$ cat config.mk
export PLATFORM = sky130hd
export DESIGN_NAME = uart_buffered_fifo_pair
export DESIGN_NICKNAME = d
export VERILOG_FILES = /design/src/uartbf_pkg.sv /design/src/uart_buffered_fifo_pair.sv /design/src/uartbf_ring.sv
export SDC_FILE = /design/constraint.sdc
export NUM_CORES = 2
export LEC_CHECK = 0
export BUFFER_PORTS_ARGS = -buffer_cell sky130_fd_sc_hd__buf_2
export CAP_MARGIN = 15
export CORE_MARGIN = 3
export CORE_UTILIZATION = 31
export DETAILED_ROUTE_END_ITERATION = 10
export PLACE_DENSITY_LB_ADDON = 0.1
export SLEW_MARGIN = 40
export SYNTH_ARGS = -nofsm -noshare
export SYNTH_HDL_FRONTEND = slang
export SYNTH_HIERARCHICAL = 1
export SYNTH_SLANG_ARGS = --single-unit
$ cat constraint.sdc
create_clock -name i_clk -period 11.3 [get_ports i_clk]
set_clock_uncertainty 0.05 [all_clocks]
set_input_delay 0 -clock i_clk [delete_from_list [all_inputs] [get_ports i_clk]]
set_output_delay 0 -clock i_clk [all_outputs]
set_load 0.02 [all_outputs]
$ cat src/uartbf_pkg.sv
// Package with action codes, field widths and shared types for the buffered UART ring pair.
package uartbf_pkg;

    // Action codes carried in the slave-side tuser.
    localparam logic [2:0] ACT_HOST_WR  = 3'd0;
    localparam logic [2:0] ACT_HOST_RD  = 3'd1;
    localparam logic [2:0] ACT_RX_CHAR  = 3'd2;
    localparam logic [2:0] ACT_TX_DONE  = 3'd3;
    localparam logic [2:0] ACT_LINE_ERR = 3'd4;
    localparam logic [2:0] ACT_CLR_RX   = 3'd5;
    localparam logic [2:0] ACT_CLR_ERR  = 3'd6;

    // Latched error codes.
    localparam logic [2:0] ERR_NONE = 3'd0;

    // Fixed field widths.
    localparam int BYTE_W   = 8;
    localparam int ACTION_W = 3;
    localparam int KIND_W   = 2;
    localparam int ERR_W    = 3;
    localparam int IN_DATA_W = 16;

    // Command from the controller to one ring.
    typedef struct packed {
        logic push;
        logic pop;
        logic clear;
    } t_ring_cmd;

    // Per-item result flags held between accept and response.
    typedef struct packed {
        logic tx_valid;
        logic rd_valid;
        logic wr_acc;
    } t_resp_flags;

endpackage

$ cat src/uart_buffered_fifo_pair.sv
// Top level of the buffered UART front end: action decoder, flags and two byte rings.
//
//  Channel   | Dir | Signals                          | Contents
//  ----------+-----+----------------------------------+-----------------------------------
//  slave     | in  | i_s_tvalid/o_s_tready            | one action item
//            |     | i_s_tdata[15:0], i_s_tuser[2:0]  | data, error_kind / action
//  master    | out | o_m_tvalid/i_m_tready            | one result item per action
//            |     | o_m_tdata                        | tx_valid .. tx_level
//
// For each item, the accept cycle updates pointers, flags and issues the ring
// read, and the next cycle captures the registered memory read data into the result register.
// A new item is taken while the result waits only if it is taken in the same cycle.
// Reset is synchronous and active low; it empties both rings and clears the flags.
// Ring storage holds no reset value and needs no clearing pass.
// A stalled result holds its value until i_m_tready is seen high.
module uart_buffered_fifo_pair #(
    parameter int RX_DEPTH = 256,
    parameter int TX_DEPTH = 256
) (
    input  logic                   i_clk,
    input  logic                   i_rst_n,
    input  logic                   i_s_tvalid,
    output logic                   o_s_tready,
    // [7:0] data, [9:8] error_kind, [15:10] zero
    input  logic [15:0]            i_s_tdata,
    // [2:0] action
    input  logic [2:0]             i_s_tuser,
    output logic                   o_m_tvalid,
    input  logic                   i_m_tready,
    // [0] tx_valid, [8:1] tx_byte, [9] rd_valid, [17:10] rd_byte, [18] write_accepted,
    // [21:19] error_code, [22] sending, then rx_level, then tx_level, then zero fill
    output logic [((23 + $clog2(RX_DEPTH+1) + $clog2(TX_DEPTH+1) + 7) / 8) * 8 - 1:0]
                                   o_m_tdata
);

    localparam int RXL_W   = $clog2(RX_DEPTH+1);
    localparam int TXL_W   = $clog2(TX_DEPTH+1);
    localparam int RES_W   = 23 + RXL_W + TXL_W;
    localparam int OUT_W   = ((RES_W + 7) / 8) * 8;

    localparam logic S_IDLE = 1'b0;
    localparam logic S_RESP = 1'b1;

    logic r_state, n_state;
    logic r_busy, n_busy;
    logic [uartbf_pkg::ERR_W-1:0] r_err, n_err;
    uartbf_pkg::t_resp_flags r_flags, n_flags;
    logic r_out_valid;
    logic [OUT_W-1:0] r_out_data;
    logic [RES_W-1:0] res_word;

    uartbf_pkg::t_ring_cmd rx_cmd, tx_cmd;
    logic [uartbf_pkg::BYTE_W-1:0] rx_rd_data, tx_rd_data;
    logic [RXL_W-1:0] rx_fill;
    logic [TXL_W-1:0] tx_fill;
    logic rx_empty, rx_full, tx_empty, tx_full;

    logic s_accept;
    logic [uartbf_pkg::ACTION_W-1:0] action;
    logic [uartbf_pkg::BYTE_W-1:0] in_byte;
    logic [uartbf_pkg::KIND_W-1:0] err_kind;

    assign action   = i_s_tuser;
    assign in_byte  = i_s_tdata[7:0];
    assign err_kind = i_s_tdata[9:8];

    assign o_s_tready = (r_state == S_IDLE) && (!r_out_valid || i_m_tready);
    assign s_accept   = i_s_tvalid && o_s_tready;
    assign o_m_tvalid = r_out_valid;
    assign o_m_tdata  = r_out_data;

    // Action decode: ring commands and flag updates at the accept edge.
    always_comb begin
        rx_cmd  = '0;
        tx_cmd  = '0;
        n_flags = r_flags;
        n_busy  = r_busy;
        n_err   = r_err;
        if (s_accept) begin
            n_flags = '0;
            unique case (action)
                uartbf_pkg::ACT_HOST_WR: begin
                    if (!tx_full) begin
                        tx_cmd.push    = 1'b1;
                        n_flags.wr_acc = 1'b1;
                        if (!r_busy) begin
                            n_busy           = 1'b1;
                            tx_cmd.pop       = 1'b1;
                            n_flags.tx_valid = 1'b1;
                        end
                    end
                end
                uartbf_pkg::ACT_HOST_RD: begin
                    if (!rx_empty) begin
                        rx_cmd.pop       = 1'b1;
                        n_flags.rd_valid = 1'b1;
                    end
                end
                uartbf_pkg::ACT_RX_CHAR: begin
                    rx_cmd.push = !rx_full;
                end
                uartbf_pkg::ACT_TX_DONE: begin
                    if (!tx_empty) begin
                        tx_cmd.pop       = 1'b1;
                        n_flags.tx_valid = 1'b1;
                    end else begin
                        n_busy = 1'b0;
                    end
                end
                uartbf_pkg::ACT_LINE_ERR: begin
                    n_err = {1'b0, err_kind} + 3'd1;
                end
                uartbf_pkg::ACT_CLR_RX: begin
                    rx_cmd.clear = 1'b1;
                end
                uartbf_pkg::ACT_CLR_ERR: begin
                    n_err = uartbf_pkg::ERR_NONE;
                end
                default: begin
                end
            endcase
        end
    end

    // Sequencer: accept, then capture the response in the next cycle.
    always_comb begin
        n_state = r_state;
        unique case (r_state)
            S_IDLE: begin
                if (s_accept) begin
                    n_state = S_RESP;
                end
            end
            S_RESP: begin
                n_state = S_IDLE;
            end
            default: begin
                n_state = S_IDLE;
            end
        endcase
    end

    always_ff @(posedge i_clk) begin
        if (!i_rst_n) begin
            r_state     <= S_IDLE;
            r_busy      <= 1'b0;
            r_err       <= uartbf_pkg::ERR_NONE;
            r_flags     <= '0;
            r_out_valid <= 1'b0;
        end else begin
            r_state <= n_state;
            r_busy  <= n_busy;
            r_err   <= n_err;
            r_flags <= n_flags;
            if (r_state == S_RESP) begin
                r_out_valid <= 1'b1;
            end else if (i_m_tready) begin
                r_out_valid <= 1'b0;
            end
        end
    end

    // Packed result fields; a byte field reads zero unless its valid flag is set.
    assign res_word = {tx_fill,
                       rx_fill,
                       r_busy,
                       r_err,
                       r_flags.wr_acc,
                       (r_flags.rd_valid ? rx_rd_data : {uartbf_pkg::BYTE_W{1'b0}}),
                       r_flags.rd_valid,
                       (r_flags.tx_valid ? tx_rd_data : {uartbf_pkg::BYTE_W{1'b0}}),
                       r_flags.tx_valid};

    // Result register, loaded once the ring read data is available.
    always_ff @(posedge i_clk) begin
        if (r_state == S_RESP) begin
            r_out_data <= OUT_W'(res_word);
        end
    end

    uartbf_ring #(
        .DEPTH (RX_DEPTH)
    ) u_rx_ring (
        .i_clk     (i_clk),
        .i_rst_n   (i_rst_n),
        .i_cmd     (rx_cmd),
        .i_data    (in_byte),
        .o_rd_data (rx_rd_data),
        .o_fill    (rx_fill),
        .o_empty   (rx_empty),
        .o_full    (rx_full)
    );

    uartbf_ring #(
        .DEPTH (TX_DEPTH)
    ) u_tx_ring (
        .i_clk     (i_clk),
        .i_rst_n   (i_rst_n),
        .i_cmd     (tx_cmd),
        .i_data    (in_byte),
        .o_rd_data (tx_rd_data),
        .o_fill    (tx_fill),
        .o_empty   (tx_empty),
        .o_full    (tx_full)
    );

endmodule

$ cat src/uartbf_ring.sv
// Ring buffer of bytes in a synchronous memory with head, tail and fill count.
module uartbf_ring #(
    parameter int DEPTH = 256
) (
    input  logic                                i_clk,
    input  logic                                i_rst_n,
    input  uartbf_pkg::t_ring_cmd               i_cmd,
    input  logic [uartbf_pkg::BYTE_W-1:0]       i_data,
    output logic [uartbf_pkg::BYTE_W-1:0]       o_rd_data,
    output logic [$clog2(DEPTH+1)-1:0]          o_fill,
    output logic                                o_empty,
    output logic                                o_full
);

    localparam int ADDR_W = $clog2(DEPTH);
    localparam int FILL_W = $clog2(DEPTH+1);
    localparam logic [ADDR_W-1:0] LAST_ADDR = ADDR_W'(DEPTH - 1);
    localparam logic [FILL_W-1:0] FULL_FILL = FILL_W'(DEPTH);

    logic [uartbf_pkg::BYTE_W-1:0] mem [DEPTH];
    logic [ADDR_W-1:0] r_head, n_head;
    logic [ADDR_W-1:0] r_tail, n_tail;
    logic [FILL_W-1:0] r_fill, n_fill;
    logic [uartbf_pkg::BYTE_W-1:0] r_rd_data;

    assign o_empty   = (r_fill == '0);
    assign o_full    = (r_fill == FULL_FILL);
    assign o_fill    = r_fill;
    assign o_rd_data = r_rd_data;

    // Next pointers and fill; a push and pop together keep the fill unchanged.
    always_comb begin
        n_head = r_head;
        n_tail = r_tail;
        n_fill = r_fill;
        if (i_cmd.clear) begin
            n_head = '0;
            n_tail = '0;
            n_fill = '0;
        end else begin
            if (i_cmd.push) begin
                n_head = (r_head == LAST_ADDR) ? '0 : r_head + 1'b1;
            end
            if (i_cmd.pop) begin
                n_tail = (r_tail == LAST_ADDR) ? '0 : r_tail + 1'b1;
            end
            if (i_cmd.push && !i_cmd.pop) begin
                n_fill = r_fill + 1'b1;
            end else if (i_cmd.pop && !i_cmd.push) begin
                n_fill = r_fill - 1'b1;
            end
        end
    end

    always_ff @(posedge i_clk) begin
        if (!i_rst_n) begin
            r_head <= '0;
            r_tail <= '0;
            r_fill <= '0;
        end else begin
            r_head <= n_head;
            r_tail <= n_tail;
            r_fill <= n_fill;
        end
    end

    // Byte storage: one write port at the head.
    always_ff @(posedge i_clk) begin
        if (i_cmd.push && !i_cmd.clear) begin
            mem[r_head] <= i_data;
        end
    end

    // Registered read at the tail; an empty ring popped with a push forwards the new byte.
    always_ff @(posedge i_clk) begin
        if (i_cmd.pop && !i_cmd.clear) begin
            if (o_empty) begin
                r_rd_data <= i_data;
            end else begin
                r_rd_data <= mem[r_tail];
            end
        end
    end

endmodule

==> results.md <==
* Ports at 73
* Via density at 5.07
* Residual DRC at 0
* 1st-iter DRT viols at ~6500
* Async S/R FF share, synth at 0
* First-pass GRT wire length at 644 mm
* Grt ovf at 0
* EDFF count, synth at around 4200
* Clock-pin transition on the worst setup and hold timing paths at ~60 ps
* Crit path from: r_state
* Max Transition Viols Final at 0
* Dpl ws at 5880 ps
* Min-delay worst type: primary input to flip-flop
* Routed wire length at 458 mm
* Post-detail-place hpwl at 274 mm
* Synth warnings at 6
* Tcrit/Tclk final at 0.456
* Critical path type: flip-flop to flip-flop
* WL/cell at about 30 um
* Fin. Hold Viols at 0
* Worst VDD drop at 0.139 mV
* Synthesized area per cell at 21.3 sq um
* Worst-skew pair later-pin latency at 1000 ps
* Slew headroom at 0.364
* Die ar. at 539000 sq um
* Area grow syn2layout at 15.3%
* Final setup fails at 0
* RSZ-0062 raised after global routing: no
* Synth top area share at 0.759
* Fmax at 194 MHz
* Core ar. at 527000 sq um
* Post-DP Area at 174000 sq um
* Number of buffers created by CTS at 466
* CP Max Fanout at 13
* Worst setup endpoint: u_rx_ring/mem[36][6]
* FF-to-FF setup slack at 6150 ps
* Vias post-DR at 78100
* Initial antenna violation count at 34
* R2R Path Start: r_state
* Post-layout nets at a little over 8000
* Sequential share of the synthesized area at 0.768
* Routability Congestion at between 0.7 and 0.8
* Setup crit end kind: flip-flop
* Mapped Cells at 7718
* Fin worst setup slack at just over 6000 ps
* Largest net degree at the start of global routing at 171
* Path depth of the worst reg2reg path at 9
* PortBufs at 59
* Synth Cell Area at approximately 160000 sq um
* Footprint of the multi-input gates at 37000 sq um
* MaxCap Viol Count at 0
* Reg-to-Reg End: u_rx_ring/mem[36][6]
* Antenna Nets Post-Route at 0
* Post-route core utilization at 0.360
* Clock sink count at 4228
* Final Instance Area at 189000 sq um
* Static Leak at 54.9 nW
* Most frequent cell after synthesis: edfxtp_1
* Synth Flop Type: edfxtp_1
* Post-CTS setup buffer count at 0
* Placed Cells at 14500
* H-tree depth at 5
* Fin cells at ~15000
* Setup TNS at 0 ps
* Gr usage total at 0.167
* WHS at approximately 100 ps
* Most instantiated cells after synthesis: edfxtp_1, mux4_2, nor2_1, clkbuf_1, mux2i_1
* Die Wd at ~730 um
* WP data required at 11860 ps
* Clock tree from TritonCTS: yes
* Fillers at 48600
* Top cells by area, synth: edfxtp_1, mux4_2, nor2_1
* CP startpoint kind: flip-flop
* Power Total at 32.4 mW
* Pwr per Cell Area at 171 nW/um^2
* Synth area leader: edfxtp_1
* Initial core utilization at 0.312
* Vias in the first global route at 81700
* Final Critical Period at between 5000 and 6000 ps
* Critical path data arrival time at 5710 ps
* Register area at ~130000 sq um
* Worst-margin pin slew at 954 ps
* 1st-pass router iterations at 5
* Share of layout cells above drive strength 1 at 0.308
* Seq cells post-synth at 4228
* Netlist cell types at 63
* Clock tree root buffer cell: clkbuf_16
* CTS max path bufs at 4
* Outcome: finished, final reports clean
* Std-Cell Rows at around 270
* Die height at roughly 730 um
## flip-flops by register name, indices dropped and copies added (netlist names), named ones only
register / flops
u_rx_ring/mem: 2048
u_tx_ring/mem: 2048
o_m_tdata: 41
u_rx_ring/o_fill: 9
u_tx_ring/o_fill: 9
u_rx_ring/o_rd_data: 8
u_rx_ring/r_head: 8
u_rx_ring/r_tail: 8
u_tx_ring/o_rd_data: 8
u_tx_ring/r_head: 8
u_tx_ring/r_tail: 8
r_err: 3
r_flags: 3
o_m_tvalid: 1
r_busy: 1
r_state: 1
## routing by layer
metal	vias to the layer above	wire [um]	GRT usage
li1	32800	-	-
met1	43000	215000	0.246
met2	1746	214000	0.264
met3	511	20700	0.0252
met4	0	7980	0.0310
met5	-	0	0
## what timing repair did
action,in CTS,in global routing
endpoints found under the setup margin,0,0
hold buffers,38,1
endpoints found under the hold margin,1872,15
resized for setup,0,0
## placed cells by master, fill, tap and decap left out, drive strengths merged, types with 8 or more instances in the layout
cell type | synthesis | routed
nor2 | 666 | 666
and2 | 20 | 20
or3 | 8 | 8
o2bb2ai | 56 | 56
mux4 | 1028 | 1028
mux2i | 221 | 221
ha | 29 | 29
o221ai | 50 | 50
or4 | 16 | 16
a21oi | 95 | 95
inv | 23 | 38
mux2 | 140 | 140
clkbuf | 228 | 595
bufinv | 0 | 24
o21ai | 181 | 181
clkinv | 0 | 215
nand3 | 26 | 26
nand2 | 146 | 146
o22ai | 65 | 65
a221oi | 30 | 30
or2 | 10 | 10
conb | 1 | 12
nor3 | 22 | 22
nand2b | 14 | 14
a2111oi | 16 | 16
nand3b | 8 | 8
xor2 | 16 | 16
xnor2 | 14 | 14
a211oi | 42 | 42
nor2b | 20 | 20
dlygate4sd3 | 0 | 37
buf | 230 | 268
edfxtp | 4153 | 4153
a32o | 14 | 14
diode | 0 | 13
clkinvlp | 0 | 12
dfxtp | 75 | 75
## cell type report
type,instances,area share
diodes,13,0.000172
clock buffers,594,0.0655
clock inverters,266,0.0106
inverters,23,0.000456
multi-input cells,3020,0.195
flip-flops and latches,4228,0.666
well taps,6968,0.0460
repair buffers,306,0.0157
## critical path: stages, from the launching register on
cell      delay, ps
dfxtp_4         410
nand2b_1        590
or3_1           610
nor4b_2         230
buf_4           370
nand2b_1        180
nor3b_1         430
nand2_1         610
buf_4           480
nor2_1          730
## worst min-delay path by stage
stage / from / endpoint / slack (ps) / cells after the start
2_1_floorplan: i_s_tdata[0] / u_rx_ring/mem[0][0] / 50 / 0
3_3_place_gp: i_s_tdata[8] / r_err[0] / 250 / 3
3_5_place_dp: i_s_tdata[8] / r_err[0] / 250 / 3
4_1_cts: i_s_tvalid / r_flags[1] / 3 / 5
5_1_grt: i_s_tdata[6] / u_rx_ring/mem[70][6] / 70 / 3
6_report: i_s_tdata[7] / u_tx_ring/mem[129][7] / 100 / 2
## cell families (layout without fill, tap and decap cells)
logic type	count (synthesis)	count (layout)	synth area share
DFF	4228	4228	0.768
muxes	1389	1389	0.164
and+or+nand+nor	985	985	0.0253
AOI/OAI and AO/OA	573	573	0.0230
buffers and inverters	481	1189	0.0157
adders and majority gates	31	31	0.00245
xor gates and xnor gates	30	30	0.00160
other	1	25	0.0000228
## power breakdown
group | total, mW | switching, mW | internal (mW)
clock network | 14.4 | 6.17 | 8.26
logic | 0.684 | 0.501 | 0.183
registers | 17.2 | 0.0156 | 17.2
total | 32.4 | 6.69 | 25.7
Power figures use the tool's default switching activity.
